===== config.mk =====
export PLATFORM = sky130hd
export DESIGN_NAME = scanline_polygon_span_fill
export DESIGN_NICKNAME = d
export VERILOG_FILES = /design/src/rtl/core/spf_pkg.sv /design/src/rtl/core/scanline_polygon_span_fill.sv /design/src/rtl/core/spf_ram.sv /design/src/rtl/core/spf_xing.sv /design/src/rtl/core/spf_cell.sv
export SDC_FILE = /design/constraint.sdc
export NUM_CORES = 2
export LEC_CHECK = 0
export BUFFER_PORTS_ARGS = -buffer_cell sky130_fd_sc_hd__buf_4
export CAP_MARGIN = 20
export CORE_MARGIN = 4
export CORE_UTILIZATION = 62
export DETAILED_ROUTE_END_ITERATION = 16
export PLACE_DENSITY = 0.79
export SLEW_MARGIN = 40
export SYNTH_ARGS = -nofsm -noshare
export SYNTH_HDL_FRONTEND = slang
export SYNTH_SLANG_ARGS = --single-unit

===== constraint.sdc =====
create_clock -name clk -period 13.7 [get_ports clk]
set_input_delay 3.425 -clock clk [delete_from_list [all_inputs] [get_ports clk]]
set_output_delay 3.425 -clock clk [all_outputs]
set_load 0.02 [all_outputs]

===== src/rtl/core/spf_pkg.sv =====
package spf_pkg;

  localparam int COORD_BITS       = 11;
  localparam int MAX_VERTICES_DEF = 16;
  localparam int MAX_SPANS        = 8;

  typedef enum logic [1:0] {
    ACT_ADD   = 2'd0,
    ACT_SCAN  = 2'd1,
    ACT_CLEAR = 2'd2,
    ACT_NONE  = 2'd3
  } action_t;

  typedef struct packed {
    action_t               action;
    logic [COORD_BITS-1:0] vertex_x;
    logic [COORD_BITS-1:0] vertex_y;
  } item_t;

  typedef struct packed {
    logic [COORD_BITS-1:0] span_y;
    logic [COORD_BITS-1:0] span_x_start;
    logic [COORD_BITS-1:0] span_x_end;
    logic                  span_valid;
    logic                  last;
    logic                  fill_done;
    logic                  vertex_full;
  } result_t;

  // Control for the sorting cell row
  typedef struct packed {
    logic clr;
    logic ins;
    logic shl;
  } cell_ctl_t;

  typedef enum logic [2:0] {
    ST_IDLE,
    ST_RD,
    ST_GET,
    ST_TEST,
    ST_XING,
    ST_EMIT
  } state_t;

endpackage


===== src/rtl/core/scanline_polygon_span_fill.sv =====
// Scanline polygon span fill. Pulse start with an item while busy is low.
// Add, clear and unused actions return their result word on the next cycle
// with strobe high; busy stays low. A scanline request walks the stored
// vertices through one vertex RAM read port, passes each edge that crosses
// the row through the bit-serial divider, sorts the crossings on the fly in a
// row of cells and then emits one span word per cycle. The receiver cannot
// stall: each result word is valid only in its strobe cycle.
module scanline_polygon_span_fill #(
  parameter int MAX_VERTICES = spf_pkg::MAX_VERTICES_DEF
) (
  input  logic             clk,
  input  logic             rst,
  input  logic             start,
  input  spf_pkg::item_t   item,
  output logic             busy,
  output spf_pkg::result_t result,
  output logic             strobe
);

  localparam int CW    = spf_pkg::COORD_BITS;
  localparam int IDX_W = $clog2(MAX_VERTICES);
  localparam int CNT_W = $clog2(MAX_VERTICES + 1);
  localparam int SPK_W = $clog2(spf_pkg::MAX_SPANS + 1);

  spf_pkg::state_t state, state_next;

  logic [CNT_W-1:0] vertex_count;
  logic [CW-1:0]    lowest_y;
  logic [CW-1:0]    highest_y;
  logic [CW-1:0]    current_line;
  logic             fill_started;

  logic [IDX_W-1:0]  idx;
  logic              closing;
  logic [2*CW-1:0]   first;
  logic [2*CW-1:0]   prev;
  logic [2*CW-1:0]   ea;
  logic [2*CW-1:0]   eb;
  logic [CW-1:0]     line_y;
  logic              line_done;
  logic [CNT_W-1:0]  ncross;
  logic [SPK_W-1:0]  span_k;

  logic              accept;
  logic              full;
  logic [CW-1:0]     cl;
  logic              row_ok;
  logic [CW-1:0]     cl_inc;
  logic              hit;
  logic              more;
  logic              adv;
  logic              xstart;
  logic              xdone;
  logic [CW-1:0]     xval;
  logic              ram_we;
  logic [2*CW-1:0]   rdata;
  logic [CNT_W-1:0]  half;
  logic [SPK_W-1:0]  npairs;
  spf_pkg::cell_ctl_t ctl;
  spf_pkg::result_t  result_next;

  logic [CW-1:0] cell_val   [MAX_VERTICES];
  logic          cell_valid [MAX_VERTICES];
  logic          cell_gt    [MAX_VERTICES];

  assign busy   = (state != spf_pkg::ST_IDLE);
  assign accept = start && !busy;
  assign full   = (vertex_count >= CNT_W'(MAX_VERTICES));

  // Row selection for a scanline request
  assign cl     = fill_started ? current_line :
                  ((lowest_y == '1) ? '1 : lowest_y + 1'b1);
  assign row_ok = (cl < highest_y);
  assign cl_inc = cl + 1'b1;

  // Half-open edge test against the current row
  assign hit = ((ea[CW-1:0] <= line_y) && (eb[CW-1:0] > line_y)) ||
               ((eb[CW-1:0] <= line_y) && (ea[CW-1:0] > line_y));
  assign more = (CNT_W'(idx) + CNT_W'(1)) < vertex_count;

  assign half   = ncross >> 1;
  assign npairs = (32'(half) > spf_pkg::MAX_SPANS) ? SPK_W'(spf_pkg::MAX_SPANS)
                                                    : SPK_W'(half);

  spf_ram #(
    .WIDTH(2 * CW),
    .DEPTH(MAX_VERTICES)
  ) u_vram (
    .clk  (clk),
    .we   (ram_we),
    .waddr(vertex_count[IDX_W-1:0]),
    .wdata({item.vertex_x, item.vertex_y}),
    .raddr(idx),
    .rdata(rdata)
  );

  spf_xing u_xing (
    .clk   (clk),
    .rst   (rst),
    .start (xstart),
    .ax    (ea[2*CW-1:CW]),
    .ay    (ea[CW-1:0]),
    .bx    (eb[2*CW-1:CW]),
    .by    (eb[CW-1:0]),
    .line_y(line_y),
    .done  (xdone),
    .x     (xval)
  );

  // Sorting row: ascending, cell 0 holds the smallest crossing
  for (genvar k = 0; k < MAX_VERTICES; k++) begin : g_cell
    logic [CW-1:0] lv;
    logic          lvd;
    logic          lg;
    logic [CW-1:0] fv;
    logic          fvd;
    if (k == 0) begin : g_head
      assign lv  = '0;
      assign lvd = 1'b0;
      assign lg  = 1'b0;
    end else begin : g_mid
      assign lv  = cell_val[k-1];
      assign lvd = cell_valid[k-1];
      assign lg  = cell_gt[k-1];
    end
    if (k + 2 < MAX_VERTICES) begin : g_far
      assign fv  = cell_val[k+2];
      assign fvd = cell_valid[k+2];
    end else begin : g_tail
      assign fv  = '0;
      assign fvd = 1'b0;
    end
    spf_cell #(.W(CW)) u_cell (
      .clk       (clk),
      .rst       (rst),
      .ctl       (ctl),
      .new_val   (xval),
      .left_val  (lv),
      .left_valid(lvd),
      .left_gt   (lg),
      .far_val   (fv),
      .far_valid (fvd),
      .val       (cell_val[k]),
      .valid     (cell_valid[k]),
      .gt        (cell_gt[k])
    );
  end

  // Next state
  always_comb begin
    state_next = state;
    unique case (state)
      spf_pkg::ST_IDLE: begin
        if (accept && item.action == spf_pkg::ACT_SCAN && row_ok &&
            vertex_count != '0) begin
          state_next = spf_pkg::ST_RD;
        end
      end
      spf_pkg::ST_RD: state_next = spf_pkg::ST_GET;
      spf_pkg::ST_GET: begin
        if (idx == '0 && vertex_count == CNT_W'(1)) begin
          state_next = spf_pkg::ST_EMIT;
        end else if (idx == '0) begin
          state_next = spf_pkg::ST_RD;
        end else begin
          state_next = spf_pkg::ST_TEST;
        end
      end
      spf_pkg::ST_TEST, spf_pkg::ST_XING: begin
        if (state == spf_pkg::ST_TEST && hit) begin
          state_next = spf_pkg::ST_XING;
        end else if (adv) begin
          if (closing) begin
            state_next = spf_pkg::ST_EMIT;
          end else if (more) begin
            state_next = spf_pkg::ST_RD;
          end else begin
            state_next = spf_pkg::ST_TEST;
          end
        end
      end
      spf_pkg::ST_EMIT: begin
        if (npairs == '0 || (span_k + 1'b1) == npairs) begin
          state_next = spf_pkg::ST_IDLE;
        end
      end
      default: state_next = spf_pkg::ST_IDLE;
    endcase
  end

  // Control outputs
  always_comb begin
    ram_we  = accept && item.action == spf_pkg::ACT_ADD && !full;
    xstart  = (state == spf_pkg::ST_TEST) && hit;
    adv     = ((state == spf_pkg::ST_TEST) && !hit) ||
              ((state == spf_pkg::ST_XING) && xdone);
    ctl.clr = accept && item.action == spf_pkg::ACT_SCAN;
    ctl.ins = (state == spf_pkg::ST_XING) && xdone;
    ctl.shl = (state == spf_pkg::ST_EMIT) && npairs != '0;
  end

  // Assemble the result word for an accepted item or an emitted span
  always_comb begin
    result_next      = '0;
    result_next.last = 1'b1;
    if (state == spf_pkg::ST_EMIT) begin
      result_next.span_y    = line_y;
      result_next.fill_done = line_done;
      if (npairs != '0) begin
        result_next.span_x_start = cell_val[0];
        result_next.span_x_end   = cell_val[1];
        result_next.span_valid   = 1'b1;
        result_next.last         = (span_k + 1'b1) == npairs;
      end
    end else begin
      unique case (item.action)
        spf_pkg::ACT_ADD:  result_next.vertex_full = full;
        spf_pkg::ACT_SCAN: begin
          if (row_ok) begin
            result_next.span_y    = cl;
            result_next.fill_done = (cl_inc >= highest_y);
          end else begin
            result_next.fill_done = 1'b1;
          end
        end
        spf_pkg::ACT_CLEAR, spf_pkg::ACT_NONE: ;
        default: ;
      endcase
    end
  end

  // Control registers
  always_ff @(posedge clk) begin
    if (rst) begin
      state        <= spf_pkg::ST_IDLE;
      vertex_count <= '0;
      lowest_y     <= '1;
      highest_y    <= '0;
      current_line <= '0;
      fill_started <= 1'b0;
      strobe       <= 1'b0;
    end else begin
      state  <= state_next;
      strobe <= (accept && state_next == spf_pkg::ST_IDLE) ||
                (state == spf_pkg::ST_EMIT);
      if (accept) begin
        unique case (item.action)
          spf_pkg::ACT_ADD: begin
            if (!full) begin
              vertex_count <= vertex_count + 1'b1;
              if (item.vertex_y < lowest_y) lowest_y <= item.vertex_y;
              if (item.vertex_y > highest_y) highest_y <= item.vertex_y;
              fill_started <= 1'b0;
            end
          end
          spf_pkg::ACT_CLEAR: begin
            vertex_count <= '0;
            lowest_y     <= '1;
            highest_y    <= '0;
            current_line <= '0;
            fill_started <= 1'b0;
          end
          spf_pkg::ACT_SCAN: begin
            fill_started <= 1'b1;
            current_line <= row_ok ? cl_inc : cl;
          end
          spf_pkg::ACT_NONE: ;
          default: ;
        endcase
      end
    end
  end

  // Walk, count and result word registers
  always_ff @(posedge clk) begin
    if (accept) begin
      result <= result_next;
      if (item.action == spf_pkg::ACT_SCAN) begin
        idx       <= '0;
        closing   <= 1'b0;
        ncross    <= '0;
        span_k    <= '0;
        line_y    <= cl;
        line_done <= (cl_inc >= highest_y);
      end
    end else begin
      unique case (state)
        spf_pkg::ST_GET: begin
          prev <= rdata;
          if (idx == '0) begin
            first <= rdata;
            idx   <= IDX_W'(1);
          end else begin
            ea <= prev;
            eb <= rdata;
          end
        end
        spf_pkg::ST_TEST, spf_pkg::ST_XING: begin
          if (ctl.ins) begin
            ncross <= ncross + 1'b1;
          end
          if (adv && !closing) begin
            if (more) begin
              idx <= idx + 1'b1;
            end else begin
              // Close the polygon: last vertex back to the first
              closing <= 1'b1;
              ea      <= prev;
              eb      <= first;
            end
          end
        end
        spf_pkg::ST_EMIT: begin
          result <= result_next;
          if (npairs != '0) begin
            span_k <= span_k + 1'b1;
          end
        end
        spf_pkg::ST_IDLE, spf_pkg::ST_RD: ;
        default: ;
      endcase
    end
  end

endmodule


===== src/rtl/core/spf_ram.sv =====
module spf_ram #(
  parameter int WIDTH = 22,
  parameter int DEPTH = 16
) (
  input  logic                     clk,
  input  logic                     we,
  input  logic [$clog2(DEPTH)-1:0] waddr,
  input  logic [WIDTH-1:0]         wdata,
  input  logic [$clog2(DEPTH)-1:0] raddr,
  output logic [WIDTH-1:0]         rdata
);

  logic [WIDTH-1:0] mem [DEPTH];

  // Write one word, read one word registered
  always_ff @(posedge clk) begin
    if (we) begin
      mem[waddr] <= wdata;
    end
    rdata <= mem[raddr];
  end

endmodule


===== src/rtl/core/spf_xing.sv =====
module spf_xing (
  input  logic                           clk,
  input  logic                           rst,
  input  logic                           start,
  input  logic [spf_pkg::COORD_BITS-1:0] ax,
  input  logic [spf_pkg::COORD_BITS-1:0] ay,
  input  logic [spf_pkg::COORD_BITS-1:0] bx,
  input  logic [spf_pkg::COORD_BITS-1:0] by,
  input  logic [spf_pkg::COORD_BITS-1:0] line_y,
  output logic                           done,
  output logic [spf_pkg::COORD_BITS-1:0] x
);

  localparam int CW    = spf_pkg::COORD_BITS;
  localparam int QW    = 2 * CW;
  localparam int CNT_W = $clog2(QW + 1);

  logic [CW:0]      dy;
  logic [CW:0]      dx;
  logic [CW:0]      den;
  logic [CW-1:0]    xbase;
  logic             mul_pend;
  logic             run;
  logic             fin;
  logic             neg;
  logic [CW-1:0]    dmag;
  logic [CW-1:0]    rem;
  logic [QW-1:0]    quo;
  logic [CNT_W-1:0] cnt;
  logic [CW:0]      trial;
  logic [CW-1:0]    qlow;

  function automatic logic [CW-1:0] mag(input logic [CW:0] v);
    logic [CW:0] n;
    n = ~v + 1'b1;
    return v[CW] ? n[CW-1:0] : v[CW-1:0];
  endfunction

  assign trial = {rem, quo[QW-1]};
  assign qlow  = quo[CW-1:0];

  // Sequence: load differences, multiply, divide one bit a cycle, add base
  always_ff @(posedge clk) begin
    if (rst) begin
      mul_pend <= 1'b0;
      run      <= 1'b0;
      fin      <= 1'b0;
      done     <= 1'b0;
    end else begin
      done <= fin && !start && !mul_pend && !run;
      if (start) begin
        mul_pend <= 1'b1;
      end else if (mul_pend) begin
        mul_pend <= 1'b0;
        run      <= 1'b1;
      end else if (run) begin
        if (cnt == CNT_W'(1)) begin
          run <= 1'b0;
          fin <= 1'b1;
        end
      end else if (fin) begin
        fin <= 1'b0;
      end
    end
  end

  always_ff @(posedge clk) begin
    if (start) begin
      dy    <= {1'b0, line_y} - {1'b0, ay};
      dx    <= {1'b0, bx} - {1'b0, ax};
      den   <= {1'b0, by} - {1'b0, ay};
      xbase <= ax;
    end else if (mul_pend) begin
      quo  <= mag(dy) * mag(dx);
      neg  <= dy[CW] ^ dx[CW] ^ den[CW];
      dmag <= mag(den);
      rem  <= '0;
      cnt  <= CNT_W'(QW);
    end else if (run) begin
      if (trial >= {1'b0, dmag}) begin
        rem <= CW'(trial - {1'b0, dmag});
        quo <= {quo[QW-2:0], 1'b1};
      end else begin
        rem <= trial[CW-1:0];
        quo <= {quo[QW-2:0], 1'b0};
      end
      cnt <= cnt - 1'b1;
    end else if (fin) begin
      // Quotient is truncated toward zero: negate the magnitude
      x <= neg ? (xbase - qlow) : (xbase + qlow);
    end
  end

endmodule


===== src/rtl/core/spf_cell.sv =====
module spf_cell #(
  parameter int W = 11
) (
  input  logic              clk,
  input  logic              rst,
  input  spf_pkg::cell_ctl_t ctl,
  input  logic [W-1:0]      new_val,
  input  logic [W-1:0]      left_val,
  input  logic              left_valid,
  input  logic              left_gt,
  input  logic [W-1:0]      far_val,
  input  logic              far_valid,
  output logic [W-1:0]      val,
  output logic              valid,
  output logic              gt
);

  // Empty cells count as larger than any word
  assign gt = !valid || (val > new_val);

  always_ff @(posedge clk) begin
    if (rst) begin
      valid <= 1'b0;
    end else if (ctl.clr) begin
      valid <= 1'b0;
    end else if (ctl.ins && gt) begin
      valid <= left_gt ? left_valid : 1'b1;
    end else if (ctl.shl) begin
      valid <= far_valid;
    end
  end

  // Insert: take the left neighbor or the new word; emit: advance by two
  always_ff @(posedge clk) begin
    if (ctl.ins && gt) begin
      val <= left_gt ? left_val : new_val;
    end else if (ctl.shl) begin
      val <= far_val;
    end
  end

endmodule

==> impl_summary.log <==
[metrics] worst min-delay path category: reg -> reg
[metrics] number of nets in the synthesized netlist: 4306
[metrics] part of the Yosys area used for sequential elements: 53.3%
[metrics] leakage: slightly above 20 nW
[metrics] Cell Count, Final, Fillers Out: roughly 5000
[metrics] post-synthesis instance total: approximately 3800
[metrics] total cell area at the placement stage: a little under 50000 sq um
[metrics] half-perimeter wire length after placement: ~81000 microns
[metrics] post-detailed-route DRC marker count: 0
[metrics] Antenna Violating Nets Remaining: 0
[metrics] critical path type: reg -> reg
[metrics] Detailed Route Iter0 Violations: 3300
[metrics] remaining max-slew budget at the tightest pin: 45.2%
[metrics] maximum clock frequency: roughly 0.13 GHz
[metrics] signed area change from the synthesized netlist to the final layout: 10.3%
[metrics] dpl cells: between 4000 and 5000
[metrics] status: complete, no violations
[metrics] number of enable-type register cells in the synthesized netlist: approximately 790
[metrics] ys flop type: sky130_fd_sc_hd__edfxtp_1
[metrics] required time at the worst-slack endpoint: 14.08 ns
[metrics] Yosys warning total: 0
[metrics] Hold Violations, Final: 0
[metrics] number of synthesized register bits: about 870
[metrics] die area: just over 80000 sq um
[metrics] count of final max-slew check failures: 0
[metrics] Reg2Reg Capture Point: u_xing.quo[18]
[metrics] Root Buffer Master: sky130_fd_sc_hd__clkbuf_16
[metrics] core area: around 76000 sq um
[metrics] FFs w/ async S/R, synth: 0%
[metrics] grt met2 use: around 52%
[metrics] setup repair after global routing missed its margin: no
[metrics] distinct cell type count after synthesis: between 80 and 90
[metrics] number of top-level design ports: 66
[metrics] maximum buffer depth of the clock tree: 3
[metrics] CP Capture Point: u_xing.quo[18]
[metrics] IO Port Bufs: between 60 and 70
[metrics] Net count, final: between 4000 and 5000
[metrics] Critical Path Sink Type: register
[metrics] die boundary height: 285 microns
[metrics] post-CTS setup buffer count: 0
[metrics] largest net degree at the start of global routing: 60
[metrics] post-detailed-routing wire length: about 120000 microns
[metrics] CP startpoint: u_xing.dx[6]
[metrics] WL per Instance: ~25 microns
[metrics] mean post-synth cell area: 12.4 sq um
[metrics] total of max-cap violations: 0
[metrics] final sum of negative setup slack: 0 ns
[metrics] later-pin clock latency in the skew report: between 0.6 and 0.7 ns
[metrics] final instance area: 52400 sq um
[metrics] Tmin final: between 7 and 8 ns
[metrics] total number of vias: between 30000 and 40000
[metrics] worst path arrival time: roughly 7.8 ns
[metrics] Finished Core Util: slightly below 70%
[metrics] initial cell density of the core: between 60% and 70%
[metrics] First-pass DRT Iterations: 6
[metrics] clock-pin slew on the worst setup and hold paths: 0.06 ns
[metrics] layout cells sized above 1: between 10% and 20%
[metrics] CTS-repair resized insts: 0
[metrics] diodes inserted: 0
[metrics] startpoint types: register
[metrics] vias in the first global route: between 30000 and 40000
[metrics] worst vdd ir: 147 uV
[metrics] # setup viols final: 0
[metrics] Post-CTS Hold Fix Bufs: 0
[metrics] number of antenna violations at the first check in global routing: 0
[metrics] number of levels the H-tree was split into: 3
[metrics] Tcrit/Tclk final: a little over half
[metrics] total power divided by cell area: ~110 nW/um^2
[metrics] worst slew pin tran: 0.819 ns
[metrics] Synth Cell Area: 47500 sq um
[metrics] grt total ovfl: 0
[metrics] std cell rows: around 100
[metrics] HP Start: prev[0]
[metrics] maximum clock skew at final layout: 0.0451 ns
[metrics] Max Fanout on Critical Path: 9
[metrics] met3 global-route usage: under 10%
[metrics] die outline width: approximately 280 microns
[metrics] global routing met1 resource utilization: between 30% and 40%
[metrics] Overall Global Routing Usage: between 30% and 40%
[metrics] depth of the most critical reg-to-reg path: 21
[metrics] GP Congestion: ~0.93
[metrics] wire length of the first global-routing pass: 189000 microns
[metrics] number of buffers created by CTS: 87
[metrics] clock tree from TritonCTS: done
[metrics] gr busiest metal: met2
[metrics] Num Clock Sinks: approximately 870
[metrics] setup slack of the worst register-to-register path: roughly 6.3 ns
[metrics] routed via count divided by cell count: roughly 6.3
[metrics] worst reg2reg path startpoint: u_xing.dx[6]
[metrics] worst hold-check slack: ~0.42 ns
through the flow:
stage                     total power, mW  setup slack [ns]
after global routing                 5.85              5.85
after CTS                            5.70              6.32
final                                5.68              6.26
after floorplan                      3.17              5.98
after global placement               3.25              6.32
after detailed placement             3.25              6.35
layout by cell type (no fill, tap or decap), drive strengths merged, types with 14 or more instances in the layout:
cell,instances
dfxtp,85
nand3b,16
nand2b,43
fa,85
nand3,61
a211oi,24
a31oi,20
mux2,47
clkbuf,115
o21bai,17
or2,22
ha,369
xor2,42
o31ai,15
xnor2,95
nand4,44
mux4,110
nor2b,44
a21oi,253
nand2,244
mux2i,119
nor2,363
nor3,60
o21ai,145
o21a,42
inv,272
and3,14
buf,129
clkinv,42
and2,39
a21o,51
edfxtp,787
or3,22
flip-flops by register name, indices dropped and copies added, names as in the netlist, 11 cells and up:
signal and count:
first 22, result 37, ea 22, highest_y 11
current_line 11, u_xing.den 12, line_y 11, u_xing.x 11
u_vram.mem 352, u_xing.dx 12, u_xing.rem 11, u_xing.dy 12
prev 22, u_xing.xbase 11, u_xing.quo 22, g_cell.u_cell.val 176
g_cell.u_cell.valid 16, u_xing.dmag 11, eb 22, u_vram.rdata 22
lowest_y 11
how the worst min path moves through the flow:
stage / depth (start not counted) / endpoint / slack (ns)
6_report: 0 / ea[0] / 0.42
5_1_grt: 0 / ea[6] / 0.43
4_1_cts: 0 / ea[0] / 0.42
3_5_place_dp: 0 / ea[0] / 0.40
3_3_place_gp: 0 / ea[11] / 0.40
2_1_floorplan: 0 / ea[0] / 0.40
area by class of cell:
type | instances | area [sq um]
Clock buffer | 115 | 2350
Multi-Input combinational cell | 2535 | 20800
Sequential cell | 872 | 25300
Tap cell | 1030 | 1290
Clock inverter | 49 | 596
Timing Repair Buffer | 129 | 980
Fill cell | 5094 | 23500
Inverter | 281 | 1060
synth_stat cells, drive strengths merged, types with 11 or more instances:
library cell | number | area share (%)
or2 | 22 | 0.29
nand2b | 43 | 0.57
nand4 | 44 | 0.59
a21oi | 253 | 2.7
a31oi | 20 | 0.26
ha | 369 | 9.7
a21o | 51 | 0.81
nand2 | 244 | 1.9
a211oi | 24 | 0.38
mux2i | 119 | 2.5
buf | 34 | 0.32
nand3b | 16 | 0.25
nor2b | 44 | 0.58
dfxtp | 85 | 3.6
o31ai | 15 | 0.24
fa | 85 | 3.6
xor2 | 42 | 0.77
o21ai | 145 | 1.5
nor2 | 363 | 2.9
mux4 | 110 | 5.2
o21a | 42 | 0.66
edfxtp | 787 | 50
clkinv | 11 | 0.087
and2 | 39 | 0.51
clkbuf | 103 | 0.81
or3 | 22 | 0.29
nand3 | 61 | 0.70
inv | 270 | 2.1
xnor2 | 95 | 1.8
mux2 | 47 | 1.1
o21bai | 17 | 0.27
and3 | 14 | 0.18
nor3 | 60 | 0.63
cell families after synthesis:
family                     Yosys count  share of synthesized area [%]
AOI/OAI and AO/OA                  668                           8.76
xor gates and xnor gates           137                           2.53
adders and majority gates          454                           13.3
buffers and inverters              418                           3.35
DFF                                872                           53.3
muxes                              276                           8.84
and+or+nand+nor                   1000                           9.91
layer usage:
| metal | share of wire [%] | vias to the layer above |
|---|---|---|
| li1 | - | 14300 |
| met1 | 38 | 15600 |
| met2 | 50 | 1559 |
| met3 | 7.2 | 402 |
| met4 | 5.5 | 0 |
| met5 | 0 | - |
critical path, stage by stage, from the launching register on:
cell and delay [ns]:
sky130_fd_sc_hd__edfxtp_1 0.45, sky130_fd_sc_hd__or4_1 0.56, sky130_fd_sc_hd__or2_2 0.32, sky130_fd_sc_hd__o31ai_1 0.26
sky130_fd_sc_hd__xor2_1 0.69, sky130_fd_sc_hd__inv_1 0.19, sky130_fd_sc_hd__nand2_1 0.14, sky130_fd_sc_hd__fa_1 0.47
sky130_fd_sc_hd__fa_1 0.55, sky130_fd_sc_hd__inv_1 0.05, sky130_fd_sc_hd__fa_1 0.50, sky130_fd_sc_hd__fa_1 0.54
sky130_fd_sc_hd__inv_1 0.05, sky130_fd_sc_hd__fa_1 0.52, sky130_fd_sc_hd__inv_1 0.04, sky130_fd_sc_hd__ha_1 0.35
sky130_fd_sc_hd__and3_1 0.20, sky130_fd_sc_hd__a221oi_1 0.53, sky130_fd_sc_hd__o31a_1 0.24, sky130_fd_sc_hd__nor2b_1 0.17
sky130_fd_sc_hd__xnor2_1 0.08, sky130_fd_sc_hd__mux2_2 0.26
where the power goes:
part | internal [mW] | switching, mW
Combinational | 0.114 | 0.173
Sequential | 2.91 | 0.0160
Clock | 1.38 | 1.09
Total | 4.40 | 1.28
No activity file was read; power rests on OpenSTA's default activity.
